$ cat config.mk
export PLATFORM = sky130hd
export DESIGN_NAME = adts_frame_deframer
export DESIGN_NICKNAME = d
export VERILOG_FILES = /design/src/adts_pkg.sv /design/src/adts_frame_deframer.sv /design/src/adts_core.sv /design/src/adts_queue.sv
export SDC_FILE = /design/constraint.sdc
export NUM_CORES = 1
export LEC_CHECK = 0
export BUFFER_PORTS_ARGS = -buffer_cell sky130_fd_sc_hd__buf_2
export CORE_MARGIN = 2
export CORE_UTILIZATION = 55
export CTS_BUF_LIST = sky130_fd_sc_hd__clkbuf_8
export DETAILED_ROUTE_END_ITERATION = 8
export PLACE_DENSITY = 0.73
export SLEW_MARGIN = 20
export SYNTH_ARGS = -nofsm -noshare
export SYNTH_HDL_FRONTEND = slang
export SYNTH_SLANG_ARGS = --single-unit
$ cat constraint.sdc
create_clock -name clock -period 5.35 [get_ports clock]
set_clock_uncertainty 0.15 [all_clocks]
set_input_delay 0.2675 -clock clock [delete_from_list [all_inputs] [get_ports clock]]
set_output_delay 0.2675 -clock clock [all_outputs]
set_load 0.1 [all_outputs]
$ cat src/adts_pkg.sv
package adts_pkg;

   localparam logic [1:0] PH_HUNT  = 2'd0;
   localparam logic [1:0] PH_HELD  = 2'd1;
   localparam logic [1:0] PH_FRAME = 2'd2;

   localparam logic [7:0]  SYNC_BYTE   = 8'hFF;
   localparam logic [3:0]  SYNC_NIBBLE = 4'hF;
   localparam logic [12:0] HDR_BYTES   = 13'd7;

   localparam int QUEUE_DEPTH = 4;
   localparam int QPTR_W      = $clog2(QUEUE_DEPTH);

   typedef struct packed {
      logic [7:0]  out_byte;
      logic        byte_class;
      logic        first_of_frame;
      logic        end_of_frame;
      logic        header_done;
      logic [1:0]  profile;
      logic [3:0]  rate_index;
      logic [12:0] frame_length;
      logic [15:0] bytes_skipped;
      logic [15:0] frame_count;
      logic        length_error;
      logic        last_result;
   } result_type;

   typedef struct packed {
      logic [1:0] cnt;
      result_type r0;
      result_type r1;
   } push_type;

endpackage

$ cat src/adts_frame_deframer.sv
// ADTS frame deframer. Raw stream bytes enter on the req_ channel, one beat
// per byte, and released bytes leave on the rsp_ channel, one beat per byte.
// A byte can release zero, one or two beats: a 0xFF seen while hunting is
// held until the next byte, which then releases both. The last beat caused
// by a request beat carries rsp_last_result.
// Each request beat is decoded in the cycle it is accepted and its beats are
// registered into a four-entry result queue, whose head drives the rsp_
// port. Throughput is one request beat per cycle while the receiver keeps
// up; a byte that releases two beats drains as two separate rsp_ beats.
// req_ready is high while the queue has room for two more beats, so a
// stalled receiver backs the input up once three or four beats are queued,
// and no beat is ever dropped.
// Synchronous reset returns the parser to hunting for sync, clears the
// skip and frame counters and the latched header fields, and empties the
// queue; a held 0xFF is discarded.
module adts_frame_deframer (
   input  logic        clock,
   input  logic        reset,
   input  logic        req_valid,
   output logic        req_ready,
   input  logic [7:0]  req_data_byte,
   output logic        rsp_valid,
   input  logic        rsp_ready,
   output logic [7:0]  rsp_out_byte,
   output logic        rsp_byte_class,
   output logic        rsp_first_of_frame,
   output logic        rsp_end_of_frame,
   output logic        rsp_header_done,
   output logic [1:0]  rsp_profile,
   output logic [3:0]  rsp_rate_index,
   output logic [12:0] rsp_frame_length,
   output logic [15:0] rsp_bytes_skipped,
   output logic [15:0] rsp_frame_count,
   output logic        rsp_length_error,
   output logic        rsp_last_result
);
   import adts_pkg::*;

   push_type   push;
   result_type head;
   logic       room;
   logic       accept;

   assign req_ready = room;
   assign accept    = req_valid && room;

   adts_core u_core (
      .clock     (clock),
      .reset     (reset),
      .accept    (accept),
      .data_byte (req_data_byte),
      .push      (push)
   );

   adts_queue u_queue (
      .clock     (clock),
      .reset     (reset),
      .push      (push),
      .pop       (rsp_valid && rsp_ready),
      .room      (room),
      .not_empty (rsp_valid),
      .head      (head)
   );

   assign rsp_out_byte       = head.out_byte;
   assign rsp_byte_class     = head.byte_class;
   assign rsp_first_of_frame = head.first_of_frame;
   assign rsp_end_of_frame   = head.end_of_frame;
   assign rsp_header_done    = head.header_done;
   assign rsp_profile        = head.profile;
   assign rsp_rate_index     = head.rate_index;
   assign rsp_frame_length   = head.frame_length;
   assign rsp_bytes_skipped  = head.bytes_skipped;
   assign rsp_frame_count    = head.frame_count;
   assign rsp_length_error   = head.length_error;
   assign rsp_last_result    = head.last_result;

endmodule

$ cat src/adts_core.sv
module adts_core (
   input  logic              clock,
   input  logic              reset,
   input  logic              accept,
   input  logic [7:0]        data_byte,
   output adts_pkg::push_type push
);
   import adts_pkg::*;

   localparam logic [12:0] POS_PROF  = 13'd2;
   localparam logic [12:0] POS_LEN_A = 13'd3;
   localparam logic [12:0] POS_LEN_B = 13'd4;
   localparam logic [12:0] POS_LEN_C = 13'd5;
   localparam logic [12:0] POS_HDR   = 13'd6;

   logic [1:0]  phase_ff, phase_in;
   logic [12:0] pos_ff, pos_in;
   logic [1:0]  prof_ff, prof_in;
   logic [3:0]  rate_ff, rate_in;
   logic [12:0] len_ff, len_in;
   logic [15:0] skip_ff, skip_in;
   logic [15:0] frame_ff, frame_in;

   logic [15:0] skip_one;
   logic [15:0] skip_two;
   logic [13:0] pos_next;
   logic        hdr;
   logic        show;
   logic        frame_end;
   logic        lerr;

   function automatic result_type mk(
      input logic [7:0]  b,
      input logic        cls,
      input logic        first,
      input logic        eof,
      input logic        hdr_f,
      input logic        show_f,
      input logic        lerr_f,
      input logic [15:0] skip,
      input logic [15:0] fcnt,
      input logic [1:0]  prof,
      input logic [3:0]  rate,
      input logic [12:0] len,
      input logic        last
   );
      result_type r;
      r.out_byte       = b;
      r.byte_class     = cls;
      r.first_of_frame = first;
      r.end_of_frame   = eof;
      r.header_done    = hdr_f;
      r.profile        = show_f ? prof : 2'd0;
      r.rate_index     = show_f ? rate : 4'd0;
      r.frame_length   = show_f ? len : 13'd0;
      r.bytes_skipped  = skip;
      r.frame_count    = fcnt;
      r.length_error   = lerr_f;
      r.last_result    = last;
      return r;
   endfunction

   assign skip_one = (skip_ff == 16'hFFFF) ? skip_ff : skip_ff + 16'd1;
   assign skip_two = (skip_one == 16'hFFFF) ? skip_one : skip_one + 16'd1;
   assign pos_next = {1'b0, pos_ff} + 14'd1;

   always_comb begin
      phase_in = phase_ff;
      pos_in   = pos_ff;
      prof_in  = prof_ff;
      rate_in  = rate_ff;
      len_in   = len_ff;
      skip_in  = skip_ff;
      frame_in = frame_ff;
      hdr       = 1'b0;
      show      = 1'b0;
      frame_end = 1'b0;
      lerr      = 1'b0;
      push      = '0;
      if (accept) begin
         unique case (phase_ff)
            PH_HUNT: begin
               if (data_byte == SYNC_BYTE) begin
                  phase_in = PH_HELD;
               end else begin
                  skip_in  = skip_one;
                  push.cnt = 2'd1;
                  push.r0  = mk(data_byte, 1'b0, 1'b0, 1'b0, 1'b0, 1'b0, 1'b0,
                                skip_one, frame_ff, prof_ff, rate_ff, len_ff, 1'b1);
               end
            end
            PH_HELD: begin
               if (data_byte[7:4] == SYNC_NIBBLE) begin
                  prof_in  = 2'd0;
                  rate_in  = 4'd0;
                  len_in   = 13'd0;
                  push.cnt = 2'd2;
                  push.r0  = mk(SYNC_BYTE, 1'b1, 1'b1, 1'b0, 1'b0, 1'b0, 1'b0,
                                skip_ff, frame_ff, prof_ff, rate_ff, len_ff, 1'b0);
                  push.r1  = mk(data_byte, 1'b1, 1'b0, 1'b0, 1'b0, 1'b0, 1'b0,
                                skip_ff, frame_ff, prof_ff, rate_ff, len_ff, 1'b1);
                  pos_in   = POS_PROF;
                  phase_in = PH_FRAME;
               end else if (data_byte == SYNC_BYTE) begin
                  skip_in  = skip_one;
                  push.cnt = 2'd1;
                  push.r0  = mk(SYNC_BYTE, 1'b0, 1'b0, 1'b0, 1'b0, 1'b0, 1'b0,
                                skip_one, frame_ff, prof_ff, rate_ff, len_ff, 1'b1);
               end else begin
                  skip_in  = skip_two;
                  push.cnt = 2'd2;
                  push.r0  = mk(SYNC_BYTE, 1'b0, 1'b0, 1'b0, 1'b0, 1'b0, 1'b0,
                                skip_one, frame_ff, prof_ff, rate_ff, len_ff, 1'b0);
                  push.r1  = mk(data_byte, 1'b0, 1'b0, 1'b0, 1'b0, 1'b0, 1'b0,
                                skip_two, frame_ff, prof_ff, rate_ff, len_ff, 1'b1);
                  phase_in = PH_HUNT;
               end
            end
            PH_FRAME: begin
               if (pos_ff == POS_PROF) begin
                  prof_in = data_byte[7:6];
                  rate_in = data_byte[5:2];
               end else if (pos_ff == POS_LEN_A) begin
                  len_in = {data_byte[1:0], 11'd0};
               end else if (pos_ff == POS_LEN_B) begin
                  len_in = len_ff | {2'd0, data_byte, 3'd0};
               end else if (pos_ff == POS_LEN_C) begin
                  len_in = len_ff | {10'd0, data_byte[7:5]};
               end
               if (pos_ff == POS_HDR) begin
                  hdr       = 1'b1;
                  show      = 1'b1;
                  lerr      = (len_in < HDR_BYTES);
                  frame_end = (len_in <= HDR_BYTES);
               end else begin
                  show      = (pos_ff > POS_HDR);
                  frame_end = show && (pos_next >= {1'b0, len_in});
               end
               push.cnt = 2'd1;
               push.r0  = mk(data_byte, 1'b1, 1'b0, frame_end, hdr, show, lerr,
                             skip_ff, frame_ff, prof_in, rate_in, len_in, 1'b1);
               if (frame_end) begin
                  frame_in = frame_ff + 16'd1;
                  skip_in  = 16'd0;
                  pos_in   = 13'd0;
                  phase_in = PH_HUNT;
               end else begin
                  pos_in = pos_next[12:0];
               end
            end
            default: begin
               phase_in = PH_HUNT;
            end
         endcase
      end
   end

   always_ff @(posedge clock) begin
      if (reset) begin
         phase_ff <= PH_HUNT;
         pos_ff   <= 13'd0;
         prof_ff  <= 2'd0;
         rate_ff  <= 4'd0;
         len_ff   <= 13'd0;
         skip_ff  <= 16'd0;
         frame_ff <= 16'd0;
      end else begin
         phase_ff <= phase_in;
         pos_ff   <= pos_in;
         prof_ff  <= prof_in;
         rate_ff  <= rate_in;
         len_ff   <= len_in;
         skip_ff  <= skip_in;
         frame_ff <= frame_in;
      end
   end

endmodule

$ cat src/adts_queue.sv
module adts_queue (
   input  logic                 clock,
   input  logic                 reset,
   input  adts_pkg::push_type   push,
   input  logic                 pop,
   output logic                 room,
   output logic                 not_empty,
   output adts_pkg::result_type head
);
   import adts_pkg::*;

   result_type              entry_ff [QUEUE_DEPTH];
   logic [QPTR_W-1:0]       wr_ff, wr_in;
   logic [QPTR_W-1:0]       rd_ff, rd_in;
   logic [QPTR_W:0]         count_ff, count_in;
   logic [QPTR_W-1:0]       wr_next;

   assign wr_next   = wr_ff + QPTR_W'(1);
   assign room      = (count_ff <= (QPTR_W+1)'(QUEUE_DEPTH - 2));
   assign not_empty = (count_ff != '0);
   assign head      = entry_ff[rd_ff];

   always_comb begin
      wr_in    = wr_ff + QPTR_W'(push.cnt);
      rd_in    = pop ? rd_ff + QPTR_W'(1) : rd_ff;
      count_in = count_ff + (QPTR_W+1)'(push.cnt) - (QPTR_W+1)'(pop);
   end

   always_ff @(posedge clock) begin
      if (push.cnt != 2'd0) begin
         entry_ff[wr_ff] <= push.r0;
      end
      if (push.cnt == 2'd2) begin
         entry_ff[wr_next] <= push.r1;
      end
   end

   always_ff @(posedge clock) begin
      if (reset) begin
         wr_ff    <= '0;
         rd_ff    <= '0;
         count_ff <= '0;
      end else begin
         wr_ff    <= wr_in;
         rd_ff    <= rd_in;
         count_ff <= count_in;
      end
   end

endmodule

==> summary.log, run 1 <==
[outcome] outcome complete, no violations
[cells_and_area] Layout fillers 2493
[detailed_routing] number of violations reported at the end of detailed-routing iteration 0 1727
[power] Gate power share 33.7%
[die] area of the die 32700 µm²
[global_routing] met3 track utilization from global routing 4.25%
[critical_path] CP peak stage delay 600 ps
[clocking] buffer levels on the longest clock path 3
[timing] Max Clk Rate 0.209 GHz
[timing] time the worst path needs with I/O delays and setup 4790 ps
[global_routing] total global routing overflow 0
[synth] sequential element share of the synthesized area 48.7%
[timing] unrepaired setup endpoints after global routing false
[clocking] Clock Sink Count 335
[job] max_cap viols 0
[critical_path] Critical Setup Path Class reg2reg
[global_routing] number of global-route vias before repair 13400
[synth] number of nets in the synthesized netlist 1692
[global_routing] most utilized layer in the global route result met2
[timing] count of endpoints failing setup in the final report 0
[synth] top post-synthesis cells by area sky130_fd_sc_hd__edfxtp_1 (29%), sky130_fd_sc_hd__dfxtp_1 (19%), sky130_fd_sc_hd__mux4_2 (8.5%), sky130_fd_sc_hd__nor2_1 (5.1%), sky130_fd_sc_hd__a22o_1 (4.1%)
[global_routing] pin count of the biggest net entering global routing 51
[global_routing] met2 GRT Util 46.6%
[power] Switch Pwr 3.22 mW
[timing] final-report hold violation count 0
[detailed_routing] TritonRoute pass-1 iters 8
[synth] Mean Syn Cell Area 10.4 µm²
[clocking] H-tree levels 2
[power] LEAKAGE 6.69 nW
[cells_and_area] ratio of cells with drive above 1 in the final layout 17.9%
[global_routing] initial antenna violation count 0
[detailed_routing] total via count after detailed routing 13900
[die] boundary pin count 79
[power] worst vdd ir 345 µV
[timing] measured slew at the worst slew-check pin 1090 ps
[die] CORE AREA 30700 µm²
[critical_path] WP buf/inv 0
[placement] buffers added on ports 78
[synth] top post-synthesis cells by count sky130_fd_sc_hd__nor2_1 (234), sky130_fd_sc_hd__edfxtp_1 (168), sky130_fd_sc_hd__dfxtp_1 (167)
[clocking] Clk Tree Root Cell sky130_fd_sc_hd__clkbuf_8
[cells_and_area] Antenna Cells 0
[synth] Post-Syn Instances 1649
[die] site row count 64
[clocking] CTS clk-pin slew, worst paths 70 ps
[synth] number of enable flip-flop cells after synthesis 168
[detailed_routing] WL/cell 22.0 µm
[global_routing] Global Route met1 Usage 39.7%
[clocking] Setup Buffers After CTS 0
[critical_path] Slowest cell on crit path sky130_fd_sc_hd__or4_1
[placement] cell count after placement 2031
[critical_path] Worst path top cell family by delay simple AND/OR/NAND/NOR gates
[die] y dimension of the die 181 µm
[timing] Tcrit/Tclk final 89.5%
[critical_path] worst-path cell chain nor4_1 -> and3_1 -> and3_1 -> a21oi_1 -> or2_2 -> ha_1 -> nand4_1 -> a211o_1 -> o21ai_0 -> a211o_1 -> nand2b_1 -> or4_1 -> a21oi_1
[power] clock power share 26.7%
[global_routing] global-route usage over all layers 28.6%
[timing] max-slew headroom at the worst pin 27.1%
[critical_path] data arrival time of the worst path 5140 ps
[power] portion of total power attributed to sequential cells 39.6%
[critical_path] type of origin of the critical path register
[synth] Async SR Flop Fraction 0%
[synth] register bit total from synthesis 335
[cells_and_area] Seq. cell area 8400 µm²
[global_routing] wire length of the first global-routing pass 74800 µm
[cells_and_area] filler-free cell count of the finished design 2136
[placement] routability cong. 0.944
[cells_and_area] area of the multi-input gates 8250 µm²
[cells_and_area] Net count, final 1741
[placement] DP Wirelength 30500 µm
[power] Internal Dissipation 4.57 mW
[critical_path] Required @ worst endpoint 5710 ps
[synth] most common cell in the synthesized netlist sky130_fd_sc_hd__nor2_1
[detailed_routing] Routed WL 47100 µm
[power] switching fraction of total power 41.3%
[worst_hold_path] classification of the worst-slack hold path in2reg
[timing] Max Transition Viols Final 0
[clocking] clock buffers created by TritonCTS 53
[synth] dominant register cell in the synthesized netlist sky130_fd_sc_hd__edfxtp_1
[power] total power per unit cell area 410 nW/µm²
[synth] Cell variety after synth 83
[detailed_routing] via count normalized by instance count 6.49
[die] die span in x 181 µm
[detailed_routing] antenna-violating nets left 0
[clocking] Clk Latency, worst-skew pair 600 ps
[clocking] clock tree from TritonCTS yes
[synth] area of the mapped netlist 17200 µm²
[critical_path] Setup crit end kind register
[die] Initial Utilization 56.0%
[synth] share of the synthesized area in the top cell type 29.3%
[timing] Min Hold Slack 52.0 ps
[timing] post-route setup TNS 0 ps
[clocking] number of gates given a new drive strength after cts 0
[detailed_routing] Remaining DRCs 0
[critical_path] CP max FO 15
[synth] count of synthesis-stage warnings from yosys 0
[cells_and_area] relative area change from synthesis to final layout 10.3%
[synth] Yosys top cell by area sky130_fd_sc_hd__edfxtp_1
==> cell type report <==
class,count,share of cell area [%]
tap,396,2.61
inverter,30,0.593
clock inverter,37,0.988
sequential,335,44.2
multi-input combinational,1159,43.5
timing repair buffer,119,3.78
clock buffer,60,4.35
==> logic make-up (layout without fill, tap and decap cells) <==
logic type,Yosys count,count (layout),share of synthesized area (%)
and+or+nand+nor,614,614,17.7
AOI/OAI and AO/OA,385,385,15.6
DFF,335,335,48.7
buffers and inverters,155,246,3.59
muxes,97,97,10.5
xor gates and xnor gates,32,32,1.63
adders and majority gates,31,31,2.30
==> stage by stage <==
step | power, mW | instance area [µm²] | utilization (%) | setup slack [ps]
after global placement | 5.73 | 17900 | 58.2 | 808
final | 7.78 | 19000 | 61.8 | 563
after global routing | 8.03 | 19000 | 61.8 | 342
after detailed placement | 5.75 | 17900 | 58.2 | 719
after floorplan | 5.21 | 17200 | - | 421
after CTS | 7.80 | 19000 | 61.8 | 643
==> final timing paths <==
kind	cells past startpoint	start	slack, ps	end
worst min-delay path	3	req_data_byte[0]	50	u_queue.entry_ff[1][57]
worst max-delay path	13	u_core.pos_ff[10]	560	u_core.skip_ff[5]
worst min register to register	2	u_queue.entry_ff[0][53]	310	u_queue.entry_ff[0][53]
worst max register to register	13	u_core.pos_ff[10]	560	u_core.skip_ff[5]
==> what timing repair did <==
item                                   4_1_cts  5_1_grt
endpoints found under the hold margin       10        0
setup endpoints to repair                    0        0
hold buffers                                 8        0
==> registers in the layout, indices dropped and copies added, names as in the netlist, named ones only <==
name / count
u_core.rate_ff: 4
u_core.phase_ff: 2
u_queue.wr_ff: 2
u_core.prof_ff: 2
u_queue.rd_ff: 2
u_queue.count_ff: 3
u_core.len_ff: 13
u_core.frame_ff: 16
u_queue.entry_ff: 260
u_core.pos_ff: 13
u_core.skip_ff: 16
==> placed cells by master (no fill, tap or decap), types with 7 or more instances in the layout <==
cell	count
sky130_fd_sc_hd__dfxtp_1	165
sky130_fd_sc_hd__nor2_2	7
sky130_fd_sc_hd__or2_2	14
sky130_fd_sc_hd__inv_1	52
sky130_fd_sc_hd__and2_1	7
sky130_fd_sc_hd__o31ai_1	11
sky130_fd_sc_hd__clkbuf_8	60
sky130_fd_sc_hd__a22o_1	81
sky130_fd_sc_hd__xnor2_1	22
sky130_fd_sc_hd__o21ai_0	71
sky130_fd_sc_hd__a2bb2oi_1	11
sky130_fd_sc_hd__a31oi_1	18
sky130_fd_sc_hd__buf_2	78
sky130_fd_sc_hd__a211oi_1	14
sky130_fd_sc_hd__a22oi_1	9
sky130_fd_sc_hd__nand3_1	31
sky130_fd_sc_hd__nor4_1	17
sky130_fd_sc_hd__or3_1	8
sky130_fd_sc_hd__nor2b_1	48
sky130_fd_sc_hd__nand2_1	136
sky130_fd_sc_hd__edfxtp_1	168
sky130_fd_sc_hd__and3_1	13
sky130_fd_sc_hd__dlygate4sd3_1	8
sky130_fd_sc_hd__a311oi_1	9
sky130_fd_sc_hd__o22ai_1	46
sky130_fd_sc_hd__mux2i_1	21
sky130_fd_sc_hd__nor3_1	26
sky130_fd_sc_hd__buf_4	33
sky130_fd_sc_hd__nand4_1	24
sky130_fd_sc_hd__mux2_2	8
sky130_fd_sc_hd__mux4_2	65
sky130_fd_sc_hd__ha_1	30
sky130_fd_sc_hd__a21oi_1	60
sky130_fd_sc_hd__nand2b_1	7
sky130_fd_sc_hd__and4_1	14
sky130_fd_sc_hd__xor2_1	10
sky130_fd_sc_hd__nor2_1	227
==> routing by layer <==
layer / wire, µm / part of all wire, %
met3: 3880 / 8.2
met5: 0 / 0
met1: 19600 / 42
met4: 1320 / 2.8
met2: 22300 / 47
==> power groups by stage <==
| stage | registers (mW) | logic, mW | clock network [mW] |
|---|---|---|---|
| floorplan | 2.98 | 2.23 | 0 |
| global placement | 3.14 | 2.59 | 0 |
| detailed placement | 3.14 | 2.60 | 0 |
| CTS | 3.09 | 2.61 | 2.10 |
| global route | 3.11 | 2.71 | 2.21 |
| finish | 3.08 | 2.62 | 2.08 |
==> worst register-to-register path: cells and delay by family, from the launching register on <==
family	cells	cell delay (ps)
fa+ha+maj	1	310
compound gates	5	1240
flops	1	350
simple gates	7	2650
(Power assumes the default switching activity.)
==> run 2: changes to the inputs <==
ABC_AREA = 1   (was default)
PLACE_DENSITY = 0.72   (was 0.73)
SKIP_LAST_GASP = 1   (was default)
==> run 2 against run 1 <==
  * Area after synthesis up 7.5%
  * Via count up 27%
  * Worst setup slack better by 470 ps
  * Core utilization down 1.3 points
  * Count of clock-buffer cells in the layout up 7
  * Hold slack better by 220 ps
  * Clock power up 9%
  * Power up 13%
  * Final cell count up 35%
  * Die area up 7.4%
  * Critical endpoint is now u_queue.entry_ff[1][26]
  * Highest routed layer unchanged
==> summary.log, run 2 <==
[die] Initial Utilization 55.5% [-0.50 points]
[cells_and_area] registers with the most flip-flops u_queue.entry_ff (260), u_core.frame_ff (16), u_core.skip_ff (16)
[cells_and_area] fin area 20200 µm² [+6.2%]
[timing] Max Transition Viols Final 0 [unchanged]
[placement] routability cong. 0.987 [+4.6%]
[power] clock power share 25.6% [-1.1 points]
[power] worst vdd ir 384 µV [+11%]
[critical_path] setup slack of the most critical reg-to-reg path 1100 ps [+540 ps]
[clocking] CTS Hold Bufs 10 [+2]
[cells_and_area] ratio of cells with drive above 1 in the final layout 12.0% [-5.9 points]
[synth] Post-Syn Instances 2378 [+44%]
[power] LEAKAGE 7.86 nW [+18%]
[synth] Yosys top cell by area sky130_fd_sc_hd__edfxtp_1
[timing] Tcrit/Tclk final 80.6% [-8.8 points]
[cells_and_area] register with the most flip-flops u_queue.entry_ff
[clocking] Setup Buffers After CTS 0 [unchanged]
[die] site row count 67 [+4.7%]
[power] Gate power share 39.9% [+6.2 points]
[critical_path] startpoint of the lowest-slack register-to-register path u_core.phase_ff[1]
[timing] measured slew at the worst slew-check pin 949 ps [-143 ps]
[critical_path] CP peak stage delay 590 ps [about the same]
[die] area of the die 35200 µm² [+7.4%]
[critical_path] data arrival time of the worst path 4560 ps [-580 ps]
[die] CORE AREA 33400 µm² [+8.5%]
[global_routing] pin count of the biggest net entering global routing 91 [+78%]
[critical_path] Required @ worst endpoint 5590 ps [-120 ps]
[critical_path] worst r2r dst u_core.rate_ff[0]
[synth] number of enable flip-flop cells after synthesis 168 [unchanged]
[synth] area of the mapped netlist 18500 µm² [+7.5%]
[placement] cell count after placement 2775 [+37%]
[synth] most common cell in the synthesized netlist sky130_fd_sc_hd__nand2_1
[critical_path] worst-path cell chain dlygate4sd3_1 -> buf_2 -> inv_1 -> nor3_1 -> nand2_2 -> inv_2 -> nor2_2 -> o21ai_4 -> inv_2 -> nor2_4 -> inv_2 -> nand2_2 -> nand2_2 -> buf_4
[job] max_cap viols 0 [unchanged]
[worst_hold_path] beginning of the worst hold path req_valid
[placement] buffers added on ports 78 [unchanged]
[detailed_routing] Routed WL 57900 µm [+23%]
[clocking] Clk Tree Root Cell sky130_fd_sc_hd__clkbuf_8
[worst_hold_path] hold depth 5 [+2]
[synth] count of synthesis-stage warnings from yosys 0 [unchanged]
[timing] post-route setup TNS 0 ps [unchanged]
[timing] max-slew headroom at the worst pin 36.7% [+9.6 points]
[synth] Mean Syn Cell Area 7.79 µm² [-25%]
[outcome] outcome complete, no violations
[clocking] Clock Sink Count 335 [unchanged]
[detailed_routing] antenna-violating nets left 0 [unchanged]
[critical_path] Setup crit end kind register
[die] die span in x 188 µm [+3.6%]
[detailed_routing] WL/cell 20.1 µm [-8.9%]
[synth] top post-synthesis cells by count sky130_fd_sc_hd__nand2_1 (486), sky130_fd_sc_hd__nor2_1 (299), sky130_fd_sc_hd__o21ai_0 (225)
[cells_and_area] relative area change from synthesis to final layout 8.86%
[cells_and_area] Layout fillers 3049 [+22%]
[detailed_routing] Remaining DRCs 0 [unchanged]
[synth] number of nets in the synthesized netlist 2421 [+43%]
[cells_and_area] Antenna Cells 0 [unchanged]
[synth] share of the synthesized area in the top cell type 27.2% [-2.1 points]
[timing] Final Worst Setup Slack 1040 ps [+472 ps]
[placement] placed cell areas 19000 µm² [+5.9%]
[clocking] buffer levels on the longest clock path 3 [unchanged]
[timing] count of endpoints failing setup in the final report 0 [unchanged]
[global_routing] initial antenna violation count 0 [unchanged]
[critical_path] CP max FO 27 [+12]
[detailed_routing] TritonRoute pass-1 iters 6 [-2]
[power] Switch Pwr 4.15 mW [+29%]
[power] Total Power Consumption 8.81 mW [+13%]
[placement] DP Wirelength 36600 µm [+20%]
[global_routing] wire length of the first global-routing pass 91000 µm [+22%]
[detailed_routing] via count normalized by instance count 6.10 [-6.0%]
[critical_path] Critical Setup Path Class in2reg
[global_routing] global-route usage over all layers 32.5% [+3.9 points]
[power] total power per unit cell area 437 nW/µm² [+6.6%]
[synth] Cell variety after synth 49 [-41%]
[clocking] clock buffers created by TritonCTS 55 [+3.8%]
[power] Internal Dissipation 4.66 mW [+2.0%]
[synth] dominant register cell in the synthesized netlist sky130_fd_sc_hd__edfxtp_1
[critical_path] number of cells on the worst reg-to-reg path 12 [-1]
[worst_hold_path] endpoint of the worst hold path u_core.phase_ff[0]
[cells_and_area] share of the core filled with cells 60.4% [-1.3 points]
[timing] Max Clk Rate 0.232 GHz [+11%]
[synth] register bit total from synthesis 335 [unchanged]
[worst_hold_path] classification of the worst-slack hold path in2reg
[synth] top post-synthesis cells by area sky130_fd_sc_hd__edfxtp_1 (27%), sky130_fd_sc_hd__dfxtp_1 (18%), sky130_fd_sc_hd__nand2_1 (9.9%), sky130_fd_sc_hd__o22ai_1 (7.1%), sky130_fd_sc_hd__o21ai_0 (6.1%)
[clocking] clock tree from TritonCTS yes
[detailed_routing] total via count after detailed routing 17600 [+27%]
[global_routing] total global routing overflow 0 [unchanged]
[synth] sequential element share of the synthesized area 45.3% [-3.4 points]
[timing] unrepaired setup endpoints after global routing false
[clocking] number of gates given a new drive strength after cts 0 [unchanged]
[die] y dimension of the die 188 µm [+3.6%]
[clocking] CTS clk-pin slew, worst paths 70 ps [about the same]
[cells_and_area] Net count, final 2437 [+40%]
[synth] Async SR Flop Fraction 0% [unchanged]
[detailed_routing] number of violations reported at the end of detailed-routing iteration 0 2331 [+35%]
[timing] final-report hold violation count 0 [unchanged]
[global_routing] number of global-route vias before repair 16500 [+23%]
[die] boundary pin count 79 [unchanged]
[cells_and_area] filler-free cell count of the finished design 2885 [+35%]
[power] portion of total power attributed to sequential cells 34.5% [-5.1 points]
[clocking] H-tree levels 2 [unchanged]
[placement] Post-Place Setup Slack 1070 ps [+351 ps]
[critical_path] Slowest cell on crit path sky130_fd_sc_hd__nand2_2
[cells_and_area] most used cells in the layout excluding fill and tap cells sky130_fd_sc_hd__nand2_1 (480), sky130_fd_sc_hd__nor2_1 (298), sky130_fd_sc_hd__o21ai_0 (225)
[power] switching fraction of total power 47.1% [+5.8 points]
[critical_path] type of origin of the critical path input pin
[cells_and_area] max reg flops 260 [unchanged]
[timing] Min Hold Slack 277 ps [+224 ps]
[timing] time the worst path needs with I/O delays and setup 4310 ps [-472 ps]
[clocking] Clk Latency, worst-skew pair 660 ps [+60 ps]
[cells_and_area] leading cell type in the layout, fill and taps excluded sky130_fd_sc_hd__nand2_1
[run 2: changes by cell type after synthesis, moves of 29 or more]
cell / before / now
sky130_fd_sc_hd__nand3_1: 31 / 203
sky130_fd_sc_hd__a22o_1: 81 / 0
sky130_fd_sc_hd__nor2_1: 234 / 299
sky130_fd_sc_hd__mux4_2: 65 / 0
sky130_fd_sc_hd__o21ai_1: 0 / 31
sky130_fd_sc_hd__buf_2: 13 / 42
sky130_fd_sc_hd__nand2_1: 136 / 486
sky130_fd_sc_hd__nor2b_1: 48 / 0
sky130_fd_sc_hd__inv_1: 29 / 133
sky130_fd_sc_hd__o22ai_1: 46 / 211
sky130_fd_sc_hd__o21ai_0: 71 / 225
[run 2: cell type report]
class | count | area [µm²] | share of cell area [%]
clock inverters | 33 | 184 | 0.912
flip-flops and latches | 335 | 8390 | 41.6
repair buffers | 114 | 711 | 3.53
well taps | 448 | 561 | 2.78
inverters | 156 | 588 | 2.92
clock buffers | 67 | 922 | 4.57
multi-input cells | 1732 | 8800 | 43.7
[run 2: logic make-up after synthesis]
kind of cell | synth area share, %
xor gates and xnor gates | 1.41
adders and majority gates | 2.13
and+or+nand+nor | 26.9
buffers and inverters | 7.30
AOI/OAI and AO/OA | 17.0
DFF | 45.3
[run 2: power by group through the flow]
stage                     Sequential [mW]  Clock (mW)  Combinational [mW]
after detailed placement             3.09           0                3.46
after floorplan                      3.02           0                2.82
after CTS                            3.03        2.28                3.48
after global placement               3.08           0                3.45
final                                3.04        2.26                3.51
after global routing                 3.05        2.38                3.68
[run 2: critical path, delay by kind of cell]
family                 cells  cell delay, ps
and+or+nand+nor            6            2230
buffers and inverters      7            1790
AOI/OAI and AO/OA          1             240
[run 2: worst max-delay path by stage]
stage	from	to	cells past startpoint
floorplan	u_queue.count_ff[0]	u_queue.entry_ff[3][0]	11
global placement	req_data_byte[1]	u_queue.entry_ff[1][32]	13
detailed placement	req_data_byte[1]	u_queue.entry_ff[1][33]	13
CTS	u_core.phase_ff[1]	u_core.rate_ff[0]	12
global route	u_core.phase_ff[0]	u_core.prof_ff[1]	11
finish	req_data_byte[0]	u_queue.entry_ff[1][26]	14
[run 2: metal layers]
layer | part of all wire (%) | up-vias | wire (µm) | track usage, %
met1 | 44 | 8300 | 25300 | 46.8
met4 | 2.7 | 0 | 1560 | 11.1
li1 | - | 8264 | - | -
met3 | 9.7 | 130 | 5610 | 6.05
met2 | 44 | 904 | 25500 | 49.5
met5 | 0 | - | 0 | 0
==> run 3: changes to the inputs <==
ABC_AREA = 0   (was 1)
PLACE_DENSITY = 0.73   (was 0.72)
clock period = 4.2 ns   (was 5.35 ns; I/O delays follow)
==> run 3 against run 2 <==
  * Combinational power barely moved
  * Largest power group is now sequential cells
  * Highest routed layer unchanged
  * Hold slack got worse by 200 ps
  * Die area fell by 6.9%
==> summary.log, run 3 (same netlist as run 1, synthesis figures left out) <==
[cells_and_area] Net count, final 1805 [-26%]
[cells_and_area] registers with the most flip-flops u_queue.entry_ff (260), u_core.frame_ff (16), u_core.skip_ff (16)
[cells_and_area] leading cell type in the layout, fill and taps excluded sky130_fd_sc_hd__nor2_1
[clocking] buffer levels on the longest clock path 3 [unchanged]
[timing] final-report hold violation count 0 [unchanged]
[critical_path] data arrival time of the worst path 4380 ps [-180 ps]
[placement] placed cell areas 18500 µm² [-2.6%]
[timing] max-slew headroom at the worst pin 33.9% [-2.8 points]
[die] Initial Utilization 56.0% [+0.50 points]
[outcome] outcome complete, no violations
[timing] unrepaired setup endpoints after global routing false
[global_routing] most utilized layer in the global route result met2
[critical_path] startpoint of the lowest-slack register-to-register path u_core.pos_ff[10]
[cells_and_area] ratio of cells with drive above 1 in the final layout 21.8% [+9.8 points]
[detailed_routing] total via count after detailed routing 14300 [-19%]
[clocking] clock tree from TritonCTS yes
[clocking] CTS clk-pin slew, worst paths 60 ps [about the same]
[clocking] Setup Buffers After CTS 0 [unchanged]
[power] LEAKAGE 7.04 nW [-10%]
[placement] DP Wirelength 32500 µm [-11%]
[detailed_routing] antenna-violating nets left 0 [unchanged]
[timing] Max Transition Viols Final 0 [unchanged]
[timing] count of endpoints failing setup in the final report 0 [unchanged]
[critical_path] type of origin of the critical path register
[die] y dimension of the die 181 µm [-3.5%]
[critical_path] CP max FO 8 [-70%]
[power] total power per unit cell area 518 nW/µm² [+19%]
[global_routing] Global Route met1 Usage 40.4% [-6.4 points]
[clocking] Clock Sink Count 335 [unchanged]
[global_routing] number of global-route vias before repair 13900 [-16%]
[global_routing] pin count of the biggest net entering global routing 45 [-51%]
[clocking] clock buffers created by TritonCTS 53 [-3.6%]
[critical_path] first element of the critical path u_core.pos_ff[10]
[global_routing] met3 track utilization from global routing 4.74% [-1.3 points]
[die] boundary pin count 79 [unchanged]
[clocking] Clk Latency, worst-skew pair 610 ps [-50 ps]
[die] area of the die 32700 µm² [-6.9%]
[detailed_routing] via count normalized by instance count 6.50 [+6.5%]
[cells_and_area] max reg flops 260 [unchanged]
[timing] measured slew at the worst slew-check pin 986 ps [+37.5 ps]
[timing] post-route setup TNS 0 ps [unchanged]
[timing] Max Clk Rate 0.248 GHz
[timing] time the worst path needs with I/O delays and setup 4030 ps
[critical_path] Setup crit end kind register
[job] max_cap viols 0 [unchanged]
[cells_and_area] relative area change from synthesis to final layout 14.3%
[critical_path] Required @ worst endpoint 4550 ps [-1040 ps]
[cells_and_area] Antenna Cells 0 [unchanged]
[cells_and_area] fin area 19700 µm² [-2.4%]
[worst_hold_path] classification of the worst-slack hold path in2reg
[detailed_routing] number of violations reported at the end of detailed-routing iteration 0 1479 [-37%]
[clocking] H-tree levels 2 [unchanged]
[timing] Tcrit/Tclk final 96.0%
[global_routing] met2 GRT Util 48.4% [-1.1 points]
[placement] buffers added on ports 78 [unchanged]
[detailed_routing] Remaining DRCs 0 [unchanged]
[clocking] Clk Tree Root Cell sky130_fd_sc_hd__clkbuf_8
[power] worst vdd ir 395 µV [+2.8%]
[detailed_routing] WL/cell 22.2 µm [+11%]
[die] site row count 64 [-4.5%]
[global_routing] global-route usage over all layers 29.6% [-2.9 points]
[global_routing] wire length of the first global-routing pass 77000 µm [-15%]
[placement] routability cong. 0.979 [-0.77%]
[detailed_routing] TritonRoute pass-1 iters 6 [unchanged]
[critical_path] Critical Setup Path Class reg2reg
[die] CORE AREA 30700 µm² [-7.8%]
[cells_and_area] register with the most flip-flops u_queue.entry_ff
[worst_hold_path] beginning of the worst hold path reset
[global_routing] total global routing overflow 0 [unchanged]
[timing] Final Worst Setup Slack 166 ps [-869 ps]
[cells_and_area] most used cells in the layout excluding fill and tap cells sky130_fd_sc_hd__nor2_1 (227), sky130_fd_sc_hd__edfxtp_1 (168), sky130_fd_sc_hd__dfxtp_1 (165)
[detailed_routing] Routed WL 48800 µm [-16%]
[global_routing] initial antenna violation count 0 [unchanged]
[die] die span in x 181 µm [-3.5%]
[placement] Post-Place Setup Slack -22.0 ps [-1090 ps]
## run 3: changes by cell type in the layout (fill, tap and decap cells not counted), moves of 65 or more
cell,change
sky130_fd_sc_hd__nand2_1,-344
sky130_fd_sc_hd__nand3_1,-172
sky130_fd_sc_hd__o22ai_1,-165
sky130_fd_sc_hd__o21ai_0,-155
sky130_fd_sc_hd__inv_1,-105
sky130_fd_sc_hd__a22o_1,+81
sky130_fd_sc_hd__nor2_1,-71
sky130_fd_sc_hd__buf_4,+66
sky130_fd_sc_hd__mux4_2,+65
## run 3: final timing paths
| kind | to | cells after the start | slack [ps] |
|---|---|---|---|
| max | u_core.frame_ff[9] | 15 | 170 |
| min | u_core.frame_ff[4] | 2 | 70 |
| max reg2reg | u_core.frame_ff[9] | 15 | 170 |
| min reg2reg | u_queue.entry_ff[0][53] | 2 | 310 |
## run 3: timing repair
action / 4_1_cts / 5_1_grt
gates cloned: 0 / 0
hold endpoints to repair: 42 / 0
hold buffers: 9 / 0
resized for setup: 2 / 13
setup endpoints to repair: 8 / 49
## run 3: layout make-up
| cell class | instances | area (µm²) |
|---|---|---|
| Fill cell | 2472 | 11100 |
| Inverter | 30 | 113 |
| Multi-Input combinational cell | 1159 | 8330 |
| Timing Repair Buffer | 183 | 1280 |
| Tap cell | 396 | 495 |
| Clock buffer | 57 | 785 |
| Clock inverter | 40 | 289 |
| Sequential cell | 335 | 8400 |
## run 3: per-layer routing
layer  vias to the layer above  wire [µm]
met2                       771      23200
met3                       137       4140
li1                       6437          -
met1                      6953      20000
met5                         -          0
met4                         0       1430
## run 3: worst max-delay path, cell delays in order, from the launching register on
cell	delay, ps
sky130_fd_sc_hd__dfxtp_1	320
sky130_fd_sc_hd__nor4_2	310
sky130_fd_sc_hd__buf_4	170
sky130_fd_sc_hd__and3_1	160
sky130_fd_sc_hd__and3_2	280
sky130_fd_sc_hd__a21oi_1	80
sky130_fd_sc_hd__or2_2	300
sky130_fd_sc_hd__ha_1	310
sky130_fd_sc_hd__nand4_1	120
sky130_fd_sc_hd__a211o_1	230
sky130_fd_sc_hd__o21ai_1	260
sky130_fd_sc_hd__a21oi_2	120
sky130_fd_sc_hd__buf_4	230
sky130_fd_sc_hd__nor4b_4	430
sky130_fd_sc_hd__nand3_1	150
sky130_fd_sc_hd__mux2_2	300
## run 3: power breakdown
group          total, mW  internal [mW]  leakage (nW)  switching [mW]
clock network       2.83           1.51         0.617            1.32
logic               3.50          0.837          3.47            2.66
registers           3.86           3.69          2.94           0.177
## run 3: through the flow
stage / util, % / std cells / hold slack, ps / total power [mW]
global route: 64.0 / 2200 / 83.3 / 10.5
finish: 64.0 / 2200 / 74.6 / 10.2
global placement: 60.0 / 2094 / 281 / 7.36
floorplan: - / 1649 / 270 / 6.65
CTS: 63.8 / 2200 / 32.1 / 10.2
detailed placement: 60.0 / 2094 / 295 / 7.41
